--- config.mk ---
export PLATFORM = sky130hd
export DESIGN_NAME = bbands_sqrt
export DESIGN_NICKNAME = d
export VERILOG_FILES = /design/src/rtl/bbands_sqrt.sv
export SDC_FILE = /design/constraint.sdc
export NUM_CORES = 1
export LEC_CHECK = 0
export ABC_AREA = 1
export BUFFER_PORTS_ARGS = -buffer_cell sky130_fd_sc_hd__buf_2
export CAP_MARGIN = 10
export CORE_UTILIZATION = 26
export CTS_CLUSTER_DIAMETER = 150
export DETAILED_ROUTE_END_ITERATION = 8
export GPL_TIMING_DRIVEN = 0
export PLACE_DENSITY = 0.42
export SLEW_MARGIN = 30
export SYNTH_ARGS = -nofsm -noshare
export SYNTH_HDL_FRONTEND = slang
export SYNTH_SLANG_ARGS = --single-unit
--- constraint.sdc ---
create_clock -name clk -period 6.9 [get_ports clk]
set_clock_uncertainty 0.2 [all_clocks]
set_input_delay 1.035 -clock clk [delete_from_list [all_inputs] [get_ports clk]]
set_output_delay 1.035 -clock clk [all_outputs]
set_load 0.05 [all_outputs]
--- src/rtl/bbands_sqrt.sv ---
module bbands_sqrt #(
  parameter int NW = 64
) (
  input  logic            clk,
  input  logic            rst,
  input  logic            start,
  input  logic [NW-1:0]   radicand,
  output logic            done,
  output logic [NW/2-1:0] root
);

  localparam int HW   = NW / 2;
  localparam int RW   = HW + 2;
  localparam int CNTW = $clog2(HW + 1);

  logic [NW-1:0]   rad;
  logic [RW-1:0]   rem;
  logic [RW-1:0]   rem_shift;
  logic [RW-1:0]   trial;
  logic [RW-1:0]   rem_next;
  logic [HW-1:0]   rt;
  logic            rbit;
  logic [CNTW-1:0] cnt;
  logic            run;

  // One result bit per step: bring down two radicand bits, try 4*root+1.
  always_comb begin
    rem_shift = {rem[RW-3:0], rad[NW-1:NW-2]};
    trial     = {rt, 2'b01};
    if (rem_shift >= trial) begin
      rbit     = 1'b1;
      rem_next = rem_shift - trial;
    end else begin
      rbit     = 1'b0;
      rem_next = rem_shift;
    end
  end

  always_ff @(posedge clk) begin
    if (rst) begin
      run  <= 1'b0;
      done <= 1'b0;
      cnt  <= '0;
    end else begin
      done <= 1'b0;
      if (start) begin
        run <= 1'b1;
        cnt <= CNTW'(HW);
      end else if (run) begin
        cnt <= cnt - CNTW'(1);
        if (cnt == CNTW'(1)) begin
          run  <= 1'b0;
          done <= 1'b1;
        end
      end
    end
  end

  always_ff @(posedge clk) begin
    if (start) begin
      rad <= radicand;
      rem <= '0;
      rt  <= '0;
    end else if (run) begin
      rad <= {rad[NW-3:0], 2'b00};
      rem <= rem_next;
      rt  <= {rt[HW-2:0], rbit};
    end
  end

  assign root = rt;

endmodule

==> run summary <==
Nets = 1268
Initial DRC Count = 331
Netlist cell types = 39
CP required = 7.05 ns
Die height = 174 um
# resized after CTS = 0
H-tree Lvls = 4
Largest net degree at the start of global routing = 38
Post-cts hold buffer count = 0
Post-route clock period utilization = 0.428
DR pass1 iterations = 5
Die area = 0.0302 mm^2
Fmax = 339 MHz
Crit end category = flip-flop
Gr ovfl total = 0
Max-Cap Viols = 0
Mapped Cells = 1047
Num CTS Buffers = 17
Setup crit start kind = input port
Final hold slack = 0.261 ns
CP arrival = 3.10 ns
Post-synth EDFFs = 64
Die X = 174 um
Final slew viol count = 0
Final hold vios = 0
Placed cells = 1530
Reg2Reg Depth = 14
Clk Latency, worst-skew pair = 0.44 ns
GP Congestion = 0.897
Setup Buffers After CTS = 0
Post-synthesis async set-or-reset flop share = 0
Worst Hold Endpoint = rem[31]$_SDFFE_PP0P_
Status = finished clean
R2r endpoint = rem[18]$_SDFFE_PP0P_
Slew HR = 0.399
Syn nets = 1150
Clock sink count = 136
Root Driver = clkbuf_16
Post-Route WL = 22.5 mm
Clk buf depth = 2
Setup CP Type = in2reg
R2r setup slk = 4.18 ns
Initial antenna violation count = 0
Vias post-DR = 6864
Drt drc = 0
Syn_area_per_cell = 7.32 um^2
Port Buffers = 98
DP HPWL = 17.2 mm
Starting Density = 0.266
Min-delay src = rem[31]$_SDFFE_PP0P_
# diodes = 0
First-pass GRT wire length = 36.3 mm
Row Count = 62
Synth warn = 0
Layout cells sized above 1 = 0.141
Synthesized cell area = 0.00766 mm^2
WHS Path Cells = 2
Register area share after synthesis = 0.439
Fillers = 3248
Unrepaired setup endpoints after global routing = false
Peak fanout along the critical path = 10
# setup viols final = 0
CORE AREA = 0.0289 mm^2
Vias in the first global route = 6771
Area growth syn-to-layout = 20.5%
Fin crit period = 2.95 ns
Reg clk slew, reported paths = 0.07 ns
CTS tree = yes
Detailed-route wire length per cell = 14.4 um
Seq cells post-synth = 136
Finished Layout Cells = 1562
Worst Hold Class = reg2reg
Final setup TNS = 0 ns
Worst r2r src = root[19]$_SDFFE_PP0P_
Via density = 4.39
Final ANT Viol Nets = 0
GRT Total Usage = 0.154
# IOs = 100
Primary FF master, synth = dfxtp_1
Worst slew pin tran = 0.898 ns
==> through the flow <==
| step | area, um^2 | utilization | worst slack [ns] |
|---|---|---|---|
| floorplan | 7660 | - | 2.88 |
| finish | 9230 | 0.320 | 3.95 |
| global placement | 8640 | 0.299 | 1.45 |
| CTS | 9230 | 0.320 | 3.85 |
| global route | 9230 | 0.320 | 3.76 |
| detailed placement | 8660 | 0.300 | 3.43 |
==> worst max-delay path: stages <==
cell and delay [ns]:
clkbuf_1 0.19, nor2_1 0.74, clkinv_1 0.54, clkbuf_1 0.38, o22ai_1 0.20
==> synth_stat cells, types with 3 or more instances <==
cell type	instances	area [um^2]
inv_2	3	11.3
xor2_1	6	52.6
xnor2_1	11	96.3
or2_2	7	43.8
ha_1	36	450
nand4_1	10	62.6
inv_1	120	450
buf_6	4	45.0
nand2_1	419	1570
o21bai_1	4	30.0
o211ai_1	8	60.1
nor2_2	4	25.0
nor2_4	3	33.8
nor2_1	60	225
dfxtp_1	72	1440
or2_1	4	25.0
nand3_1	56	280
buf_1	3	11.3
clkbuf_1	24	90.1
edfxtp_1	64	1920
nor3_1	4	20.0
o22ai_1	31	194
a21oi_1	40	200
nand2_2	8	50.1
o21ai_0	19	95.1
o21ai_1	11	55.1
==> registers in the layout, indices dropped and copies added, names as in the netlist <==
register  cells
cnt           6
done          1
rad          64
rem          32
root         32
run           1
==> worst max path at each step <==
| stage | startpoint | endpoint | slack [ns] | cells after the start |
|---|---|---|---|---|
| after detailed placement | start | root[26]$_SDFFE_PP0P_ | 3.43 | 5 |
| after global placement | start | rad[38]$_DFFE_PP_ | 1.45 | 4 |
| after global routing | start | root[28]$_SDFFE_PP0P_ | 3.76 | 5 |
| after floorplan | start | rad[0]$_SDFFCE_PN0P_ | 2.88 | 4 |
| after CTS | start | root[28]$_SDFFE_PP0P_ | 3.85 | 5 |
| final | start | root[28]$_SDFFE_PP0P_ | 3.95 | 5 |
==> layer usage <==
layer	track usage	up-vias	part of all wire
met4	0.0373	0	0.010
met2	0.245	124	0.45
li1	-	3611	-
met3	0.0338	13	0.045
met5	0	-	0
met1	0.210	3116	0.50
==> logic make-up after synthesis <==
group | after synthesis | synth area share
fa+ha+maj | 36 | 0.0588
xor+xnor | 17 | 0.0194
buf+inv | 157 | 0.0818
flops | 136 | 0.439
simple gates | 583 | 0.314
compound gates | 118 | 0.0875
==> layout make-up <==
type	instances	area, um^2	area share
repair buffers	99	510	0.0553
multi-input cells	754	3670	0.398
inverters	124	465	0.0504
flip-flops and latches	136	3360	0.364
clock inverters	15	149	0.0161
plain buffers	33	165	0.0179
clock buffers	17	425	0.0461
well taps	384	480	0.0520
==> placed cells by master, fill, tap and decap left out, drive strengths merged <==
cell	netlist	routed
o21ai	30	30
nand2	427	427
nand3	58	58
nor3	6	6
o22ai	31	31
edfxtp	64	64
dfxtp	72	72
clkbuf	24	41
o211ai	8	8
or3	1	1
nand4	10	10
inv	123	135
xnor2	11	11
and2	1	1
buf	9	108
ha	36	36
nand3b	1	1
xor2	6	6
a21o	1	1
or2	11	11
a31oi	1	1
o21a	1	1
a21oi	40	40
a211oi	1	1
nor4	1	1
o21bai	4	4
nor2	67	67
clkinv	1	4
a21boi	1	1
Power is left out: the tool's default activity adds up to more than one toggle a clock period on the data nets, which glitch-free logic cannot reach.
