==> src/rtl/bbands_div.sv <==
module bbands_div #(
  parameter int NW = 64,
  parameter int DW = 18
) (
  input  logic          clk,
  input  logic          rst,
  input  logic          start,
  input  logic [NW-1:0] dividend,
  input  logic [DW-1:0] divisor,
  output logic          done,
  output logic [NW-1:0] quotient,
  output logic [DW-1:0] remainder
);

  localparam int CNTW = $clog2(NW + 1);

  logic [NW-1:0]   quo;
  logic [DW-1:0]   rem;
  logic [DW-1:0]   rem_next;
  logic [DW:0]     shifted;
  logic            qbit;
  logic [CNTW-1:0] cnt;
  logic            run;

  // One restoring step: shift in the next dividend bit and try a subtract.
  always_comb begin
    shifted = {rem, quo[NW-1]};
    if (shifted >= {1'b0, divisor}) begin
      qbit     = 1'b1;
      rem_next = DW'(shifted - {1'b0, divisor});
    end else begin
      qbit     = 1'b0;
      rem_next = shifted[DW-1:0];
    end
  end

  always_ff @(posedge clk) begin
    if (rst) begin
      run  <= 1'b0;
      done <= 1'b0;
      cnt  <= '0;
    end else begin
      done <= 1'b0;
      if (start) begin
        run <= 1'b1;
        cnt <= CNTW'(NW);
      end else if (run) begin
        cnt <= cnt - CNTW'(1);
        if (cnt == CNTW'(1)) begin
          run  <= 1'b0;
          done <= 1'b1;
        end
      end
    end
  end

  always_ff @(posedge clk) begin
    if (start) begin
      quo <= dividend;
      rem <= '0;
    end else if (run) begin
      quo <= {quo[NW-2:0], qbit};
      rem <= rem_next;
    end
  end

  assign quotient  = quo;
  assign remainder = rem;

endmodule

==> config.mk <==
export PLATFORM = sky130hd
export DESIGN_NAME = bbands_div
export DESIGN_NICKNAME = d
export VERILOG_FILES = /design/src/rtl/bbands_div.sv
export SDC_FILE = /design/constraint.sdc
export NUM_CORES = 1
export LEC_CHECK = 0
export BUFFER_PORTS_ARGS = -buffer_cell sky130_fd_sc_hd__buf_2
export CORE_ASPECT_RATIO = 1.2
export CORE_MARGIN = 3
export CORE_UTILIZATION = 40
export DETAILED_ROUTE_END_ITERATION = 12
export PLACE_DENSITY = 0.65
export SLEW_MARGIN = 15
export SYNTH_ARGS = -nofsm -noshare
export SYNTH_HDL_FRONTEND = slang
export SYNTH_SLANG_ARGS = --single-unit
==> constraint.sdc <==
create_clock -name clk -period 5.85 [get_ports clk]
set_input_delay 1.17 -clock clk [delete_from_list [all_inputs] [get_ports clk]]
set_output_delay 1.17 -clock clk [all_outputs]
set_load 0.02 [all_outputs]
==> results of run 1 <==
state kept, by name, indices dropped and copies added (netlist names):
name       cells
remainder     18
done           1
quotient      64
cnt            7
run            1
metal layers:
| layer | part of all wire, % | wire, µm | vias to the layer above |
|---|---|---|---|
| met5 | 0 | 0 | - |
| met4 | 1.0 | 131 | 0 |
| met3 | 9.7 | 1220 | 9 |
| met2 | 48 | 6080 | 177 |
| met1 | 41 | 5190 | 1912 |
| li1 | - | - | 1958 |
stage by stage:
stage / power (mW) / area (µm²) / hold WS (ns)
after detailed placement: 1.23 / 5920 / 0.497
after global routing: 1.87 / 6210 / 0.549
after global placement: 1.23 / 5920 / 0.481
after CTS: 1.80 / 6210 / 0.505
after floorplan: 1.09 / 4970 / 0.469
final: 1.78 / 6210 / 0.505
final timing paths:
kind	startpoint	end	slack [ns]	cells past startpoint
hold reg to reg	cnt[1]	cnt[1]	0.50	2
hold / removal	cnt[1]	cnt[1]	0.50	2
setup / recovery	divisor[14]	quotient[0]	2.54	9
setup reg to reg	remainder[13]	quotient[0]	3.12	7
synthesized netlist by cell type, types with 9 or more instances:
library cell,count
inv_1,27
clkbuf_1,14
xnor2_1,12
o21ai_0,11
mux2_2,64
nand2_1,27
ha_1,20
nand3_1,20
nor2_1,39
a311oi_1,9
dfxtp_1,27
a21oi_1,22
edfxtp_1,64
logic make-up (layout without fill, tap and decap cells):
group                      Yosys count  after routing  share of synthesized area [%]
and+or+nand+nor                    108            108                           10.1
adders and majority gates           21             21                           5.44
DFF                                 91             91                           49.6
AOI/OAI and AO/OA                   89             89                           12.8
muxes                               65             65                           14.7
xor gates and xnor gates            19             19                           3.35
buffers and inverters               48            213                           4.06
cell type report:
class / count / area share (%)
well taps: 157 / 3.16
clock inverters: 5 / 0.826
flip-flops and latches: 91 / 39.7
inverters: 27 / 1.63
clock buffers: 11 / 3.75
repair buffers: 170 / 13.8
multi-input cells: 302 / 37.1
power groups by stage:
stage	registers, mW	logic, mW	clock network, mW
after CTS	0.810	0.415	0.579
final	0.809	0.412	0.564
after global placement	0.821	0.408	0
after floorplan	0.886	0.209	0
after detailed placement	0.821	0.413	0
after global routing	0.818	0.449	0.606
worst reg2reg max path, stage by stage, from the launching register on:
cell     delay, ns
dfxtp_1       0.41
ha_1          0.33
a21oi_1       0.31
o21ai_1       0.17
nand4_1       0.15
and4_1        0.45
nand2_1       0.31
mux2_2        0.35
==> flow_summary.toml, run 1 <==
[synthesis]
syn_avg_cell_area_um2 = 11.3
yosysUniqueCellTypes = 59
synth-seq-cells = 91
yosys-top-cells-area = "edfxtp_1, mux2_2, dfxtp_1, ha_1, nor2_1"
yosys.area.top_type_share_pct = 38.7
synth_edf_count = 64
seq_area_frac_synth_pct = 49.6
ys_async_sr_fraction_pct = 0
syn_inst = 441
yosysWarnings = 0
synthesis.area_um2 = 4970
synth-main-ff-cell = "edfxtp_1"
yosys.area.top_type = "edfxtp_1"
syn_nets = 547

[power_and_ir_drop]
internal_power_mw = 1.26
p_sw_mw = 0.521
max-vdd-ir-drop_mv = 0.175
seqPwrFrac_pct = 45.3
switching_share_pct = 29.2
powerDensity_nw_per_um2 = 287
p_leak_nw = 2.67
comb_power_share_pct = 23.1
clock_power_share_pct = 31.6

[die]
core_area_um2 = 11800
start_util_pct = 42.0
dieWidth_um = 108
rows = 43
io-pin-count = 168
die-area_um2 = 13800
die_h_um = 128

[detailed_routing]
firstDrtPassIters = 4
drt_iter0_drc = 162
wire_per_inst_um = 16.6
routed_wl_um = 12600
ant_nets = 0
num_vias = 4056
drc_errors = 0
via_per_inst = 5.32

[grt]
grt_pass1_wl_um = 20200
met1_usage_pct = 22.8
grtUsageTotal_pct = 18.5
grt.busiest_layer = "met2"
antenna_found_initial = 0
grt_use_met3_pct = 6.10
grt_overflow = 0
grt_pass1_vias = 4096
met2_usage_pct = 30.5
grt_max_degree = 83

[sta]
fmax_ghz = 0.303
max_slew_margin_pct = 33.4
hold_violations = 0
tns_ns = 0
skew_ns = 0.00935
setup_viol = 0
fin_crit_ns = 3.31
fin_crit_sh_pct = 56.5
slew_violations = 0
tightest_slew_ns = 0.999
grt_setup_unrepaired = "no"
setup_slack_ns = 2.54

[clock_tree]
cts_root_buffer = "clkbuf_16"
clk_path_buf_depth = 2
htree_levels = 3
clkTransAtPathRegs_ns = 0.06
cts_tree = "yes"
cts.sinks = 91
clk_latency_ns = 0.33
hold_buffers = 0
numCtsBuffers = 9
cts_setup_buffers = 0
post_cts_resized = 0

[cells_and_area]
layout_common_cells = "buf_2, mux2_2, edfxtp_1"
drive_gt1_share_pct = 42.7
fillers = 1078
antennaDiodeCount = 0
final_common_cell = "buf_2"
layoutNonFillerInstCount = 763
nets = 707
final_util_pct = 52.5
seq_area_um2 = 2460
multiInputGateArea_um2 = 2310
synthToLayoutAreaGrowth_pct = 25.0

[placement]
dp_cells = 747
io_buffers = 167
globalplace.congestion = 0.891
dpl.hpwl_um = 9460
dp_slack_ns = 2.20

[worst_setup_path]
path_delay_family = "simple AND/OR/NAND/NOR gates"
cp_slowest_stage_delay_ns = 0.45
crit_arrival_ns = 3.39
cp_cell_sequence = "buf_2, inv_1, ha_1, a21oi_1, o21ai_1, nand4_1, and4_1, nand2_1, mux2_2"
path_class = "input pin to register"
cp_max_fo = 11
cp.buffers_inverters = 2
crit_slowest_cell = "and4_1"
end_kind = "register"
crit_required_ns = 5.94
worstSetupStartpointType = "input pin"

[flow_run]
maxCapViolations = 0

[outcome]
status = "finished clean"

[min_path]
hp-class = "register to register"
(Power assumes the default switching activity.)
==> inputs of run 2 (changes only) <==
Settings changed: ABC_AREA set to 1, PLACE_DENSITY 0.65 to 0.67.
Clock period 5.85 ns to 2.7 ns, I/O delays scaled along.
==> run 2 against run 1 <==
Register-to-register slack worse by 2.6 ns. Power rose by 100%. Critical path depth up 4. Clock power rose by 130%. Sequential share of layout area fell by 1.4 points. Cell count rose by 30%. Hold slack got worse by 0.097 ns. Global-route usage increased by 0.33 points. Non-clock buffer count increased by 9. Sequential power up 110%. Critical path type is now register to register. Highest routed layer unchanged.
==> flow_summary.toml, run 2 <==
[placement]
dp_slack_ns = 0.308
dpl.hpwl_um = 9760
io_buffers = 167
globalplace.congestion = 0.913

[sta]
tns_ns = 0
fin_crit_sh_pct = 80.7
max_slew_margin_pct = 54.7
setup_slack_ns = 0.520
skew_ns = 0.0108
hold_violations = 0
fin_crit_ns = 2.18
grt_setup_unrepaired = "no"
setup_viol = 0
fmax_ghz = 0.459
tightest_slew_ns = 0.680
slew_violations = 0

[die]
rows = 44
core_area_um2 = 12300
die_h_um = 130
start_util_pct = 41.5
io-pin-count = 168
dieWidth_um = 109
die-area_um2 = 14100

[detailed_routing]
wire_per_inst_um = 13.2
num_vias = 4642
ant_nets = 0
firstDrtPassIters = 4
wl_met2_um = 6230
wl_met3_um = 853
top_layer = "met4"
wirelength_met1_um = 5780
drt_iter0_drc = 201
drc_errors = 0
via_per_inst = 4.67
routed_wl_um = 13100

[cells_and_area]
final_util_pct = 52.4
final_common_cell = "nand2_1"
layout_common_cells = "nand2_1, buf_2, inv_1"
fillers = 1248
drive_gt1_share_pct = 25.2
nets = 933
largest_reg_flops = 64
synthToLayoutAreaGrowth_pct = 26.4
antennaDiodeCount = 0

[clock_tree]
cts_root_buffer = "clkbuf_16"
cts_tree = "yes"
clk_path_buf_depth = 2
clk_latency_ns = 0.34
numCtsBuffers = 9
cts_setup_buffers = 0
htree_levels = 3
post_cts_resized = 0
clkTransAtPathRegs_ns = 0.07
hold_buffers = 0
cts.sinks = 91

[synthesis]
yosys.area.top_type = "edfxtp_1"
syn_inst = 658
synth-main-ff-cell = "edfxtp_1"
seq_area_frac_synth_pct = 48.4
synth_edf_count = 64
yosysWarnings = 0
syn_nets = 764
syn_avg_cell_area_um2 = 7.74
yosys-top-cells-area = "edfxtp_1, nand2_1, dfxtp_1, ha_1, inv_1"
synthesis.area_um2 = 5090
yosysUniqueCellTypes = 35
synth-seq-cells = 91
ys_async_sr_fraction_pct = 0
yosys.area.top_type_share_pct = 37.8
synth_common_cells = "nand2_1, inv_1, edfxtp_1, nand3_1, nor2_1"
synth.most_common_cell = "nand2_1"

[worst_setup_path]
crit_required_ns = 2.93
r2r_end = "remainder[14]"
worstSetupStartpointType = "register"
crit_arrival_ns = 2.41
end_kind = "register"
reg2reg_from = "quotient[63]"
cp_max_fo = 3
path_class = "register to register"
reg2regPathDepth = 13
reg2reg_slack_ns = 0.52

[grt]
grt_overflow = 0
grt_pass1_vias = 4330
grtUsageTotal_pct = 18.8
grt_max_degree = 68
grt_pass1_wl_um = 21100
antenna_found_initial = 0

[min_path]
whs_path_depth = 2
min_from = "rst"
whs_endpoint = "cnt[6]"
hp-class = "input pin to register"

[power_and_ir_drop]
p_leak_nw = 3.44
max-vdd-ir-drop_mv = 0.357
powerDensity_nw_per_um2 = 558

[outcome]
status = "finished clean"

[flow_run]
maxCapViolations = 0
[run 2: cell count changes after synthesis, moves of 7 or more]
cell | previous run | this run
nand3b_1 | 1 | 13
xnor2_1 | 12 | 5
inv_1 | 27 | 66
nor2_1 | 39 | 30
nand3_1 | 20 | 36
nand2_1 | 27 | 308
mux2_2 | 64 | 0
a311oi_1 | 9 | 0
[run 2: area by class of cell]
| class | instances | area (µm²) | area share [%] |
|---|---|---|---|
| flip-flops and latches | 91 | 2460 | 38.3 |
| multi-input cells | 479 | 2260 | 35.2 |
| repair buffers | 179 | 951 | 14.8 |
| inverters | 67 | 253 | 3.93 |
| clock buffers | 10 | 229 | 3.56 |
| well taps | 161 | 201 | 3.13 |
| clock inverters | 6 | 71.3 | 1.11 |
[run 2: worst max-delay path, stage by stage (launching register included)]
cell and delay, ns:
edfxtp_1 0.40, inv_1 0.07, ha_1 0.22, fa_1 0.43, nor2_1 0.12, nor2_1 0.08
o21bai_1 0.25, nand2_1 0.13, nand2_1 0.09, nand2_1 0.04, nand2_1 0.08, nand2_1 0.05
nand3_1 0.06, nand2_1 0.04
[run 2: per-layer routing]
metal  GRT usage, %  up-vias
met3           4.48       16
met2           29.8      134
met1           25.3     2062
met4           6.17        0
li1               -     2430
met5              0        -
[run 2: logic make-up after synthesis]
| logic type | count (synthesis) | share of synthesized area, % |
|---|---|---|
| AND/OR/NAND/NOR | 411 | 33.5 |
| flip-flops | 91 | 48.4 |
| buffers and inverters | 88 | 7.15 |
| AO/OA/AOI/OAI | 37 | 3.96 |
| adder cells (fa/ha/maj) | 21 | 5.31 |
| XOR/XNOR | 10 | 1.72 |
[run 2: where the power goes]
group / internal [mW] / switching (mW)
Combinational: 0.212 / 0.390
Clock: 0.729 / 0.561
Sequential: 1.63 / 0.0631
Total: 2.57 / 1.01
[run 2: worst max path at each step]
stage                 start             to  slack [ns]  cells past startpoint
3_3_place_gp     divisor[0]  remainder[14]        0.35                     13
2_1_floorplan         start    quotient[0]        0.48                      2
6_report       quotient[63]  remainder[14]        0.52                     13
5_1_grt        quotient[63]  remainder[14]        0.25                     13
3_5_place_dp     divisor[0]  remainder[14]        0.31                     13
4_1_cts        quotient[63]  remainder[14]        0.52                     13
[run 2: per-stage QoR]
step | power [mW] | hold WS (ns) | cell area (µm²) | cells
after floorplan | 2.09 | 0.433 | 5090 | 658
after global placement | 2.33 | 0.452 | 6130 | 977
after detailed placement | 2.33 | 0.453 | 6130 | 977
after CTS | 3.63 | 0.394 | 6430 | 993
after global routing | 3.78 | 0.403 | 6430 | 993
final | 3.59 | 0.408 | 6430 | 993
==> inputs of run 3 (changes only) <==
Clock period 2.7 ns to 1.95 ns, I/O delays scaled along.
==> run 3 against run 2 <==
The run now ends with setup timing left. Critical path depth unchanged. Highest routed layer unchanged. Register-to-register slack got worse by 0.54 ns. Largest power group unchanged. Clock skew decreased by 0.0055 ns. Power increased by 42%. Global-route usage up 0.056 points. Die area unchanged.
==> flow_summary.toml, run 3 (synthesis results as in run 2) <==
[worst_setup_path]
crit_start = "quotient[63]"
worstSetupStartpointType = "register"
path_class = "register to register"
crit_required_ns = 2.18
worst_path_most_repeated_cell = "nand2_1"
cp_max_fo = 3
cp_slowest_stage_delay_ns = 0.42
r2r_end = "remainder[16]"
cp.buffers_inverters = 1
path_delay_family = "simple AND/OR/NAND/NOR gates"
reg2regPathDepth = 13
cp.depth = 13
worstSetupEndpoint = "remainder[16]"
reg2reg_from = "quotient[63]"
end_kind = "register"
reg2reg_slack_ns = -0.02
crit_slowest_cell = "fa_2"
crit_arrival_ns = 2.20
cp_cell_sequence = "inv_2, ha_4, fa_2, nor2_4, nor2_4, o21ai_4, nand2_2, nand2_1, nand2_1, nand2_1, nand2_1, nand3_1, nand2_1"

[cells_and_area]
nets = 976
largest_reg_flops = 64
antennaDiodeCount = 0
drive_gt1_share_pct = 33.4
final_util_pct = 57.8
layoutNonFillerInstCount = 1036
layout_common_cells = "nand2_1, buf_2, inv_1, edfxtp_1, buf_4"
final_common_cell = "nand2_1"
synthToLayoutAreaGrowth_pct = 39.5

[placement]
dpl.hpwl_um = 9970
dp_cells = 1015
globalplace.congestion = 0.837
dp_slack_ns = -0.230
io_buffers = 167

[outcome]
status = "complete, but fails checks"
violations = "setup timing"

[sta]
max_slew_margin_pct = 54.5
tns_ns = -0.0161
fmax_ghz = 0.509
setup_slack_ns = -0.0161
hold_violations = 0
grt_setup_unrepaired = "yes"
tightest_slew_ns = 0.682
slew_violations = 0
setup_viol = 1
fin_crit_ns = 1.97
fin_crit_sh_pct = 101
skew_ns = 0.00530

[grt]
grt_pass1_wl_um = 21000
grtUsageTotal_pct = 18.9
antenna_found_initial = 0
grt_overflow = 0
grt_pass1_vias = 4459
grt_max_degree = 68

[power_and_ir_drop]
internal_power_mw = 3.67
max-vdd-ir-drop_mv = 0.458
p_sw_mw = 1.43
clock_power_share_pct = 35.4
seqPwrFrac_pct = 46.1
powerDensity_nw_per_um2 = 717
switching_share_pct = 28.0
p_leak_nw = 3.69
comb_power_share_pct = 18.5

[detailed_routing]
num_vias = 4877
drt_iter0_drc = 237
firstDrtPassIters = 5
drc_errors = 0
via_per_inst = 4.71
ant_nets = 0
wire_per_inst_um = 13.2
routed_wl_um = 13700

[clock_tree]
htree_levels = 3
numCtsBuffers = 9
cts_root_buffer = "clkbuf_16"
cts.sinks = 91
clk_path_buf_depth = 2
cts_tree = "yes"
hold_buffers = 0
clk_latency_ns = 0.34
clkTransAtPathRegs_ns = 0.07

[die]
die_h_um = 130
io-pin-count = 168
rows = 44
start_util_pct = 41.5
die-area_um2 = 14100
dieWidth_um = 109
core_area_um2 = 12300

[min_path]
min_from = "rst"
hp-class = "input pin to register"
whs_path_depth = 2

[flow_run]
maxCapViolations = 0
## run 3: changes by cell type in the layout (fill, tap and decap cells not counted), sizes merged
cell / delta
buf: +42
inv: +1
clkinv: -1
nand2: +1
clkinvlp: -1
bufinv: -1
clkbuf: +2
## run 3: timing repair
action | in CTS | in global routing
hold endpoints to repair | 0 | 0
pin swaps | 0 | 16
endpoints found under the setup margin | 67 | 18
gates cloned | 0 | 1
buffers inserted | 0 | 4
gates resized for setup | 5 | 47
## run 3: how the worst min path moves through the flow
stage	to
after floorplan	cnt[6]
after global placement	cnt[6]
after detailed placement	cnt[6]
after CTS	cnt[6]
after global routing	cnt[6]
final	cnt[6]
## run 3: stage by stage
stage	hold WS (ns)	power, mW	instance area, µm²
global placement	0.450	3.28	6460
finish	0.232	5.10	7100
global route	0.235	5.35	7100
CTS	0.226	5.10	6800
detailed placement	0.461	3.29	6460
floorplan	0.433	2.89	5100
## run 3: metal layers
metal | routed length [µm] | track usage (%) | vias to the layer above
met1 | 5790 | 23.4 | 2206
met2 | 6760 | 31.1 | 135
met4 | 374 | 8.47 | 0
li1 | - | - | 2514
met5 | 0 | 0 | -
met3 | 739 | 4.33 | 22
## run 3: power groups by stage
stage	clock network, mW	registers (mW)	logic [mW]
6_report	1.80	2.35	0.941
5_1_grt	1.94	2.37	1.04
4_1_cts	1.85	2.35	0.902
3_5_place_dp	0	2.39	0.901
3_3_place_gp	0	2.39	0.888
2_1_floorplan	0	2.56	0.330
## run 3: cell type report
type | instances | area [µm²]
Inverter | 67 | 256
Multi-Input combinational cell | 480 | 2550
Clock buffer | 12 | 280
Sequential cell | 91 | 2470
Tap cell | 161 | 201
Fill cell | 1147 | 5170
Timing Repair Buffer | 221 | 1320
Clock inverter | 4 | 35.0
## run 3: worst register-to-register path: stages (launching register included)
cell and delay [ns]:
edfxtp_1 0.37, inv_2 0.06, ha_4 0.16, fa_2 0.42, nor2_4 0.11, nor2_4 0.06
o21ai_4 0.21, nand2_2 0.08, nand2_1 0.06, nand2_1 0.06, nand2_1 0.09, nand2_1 0.06
nand3_1 0.07, nand2_1 0.05
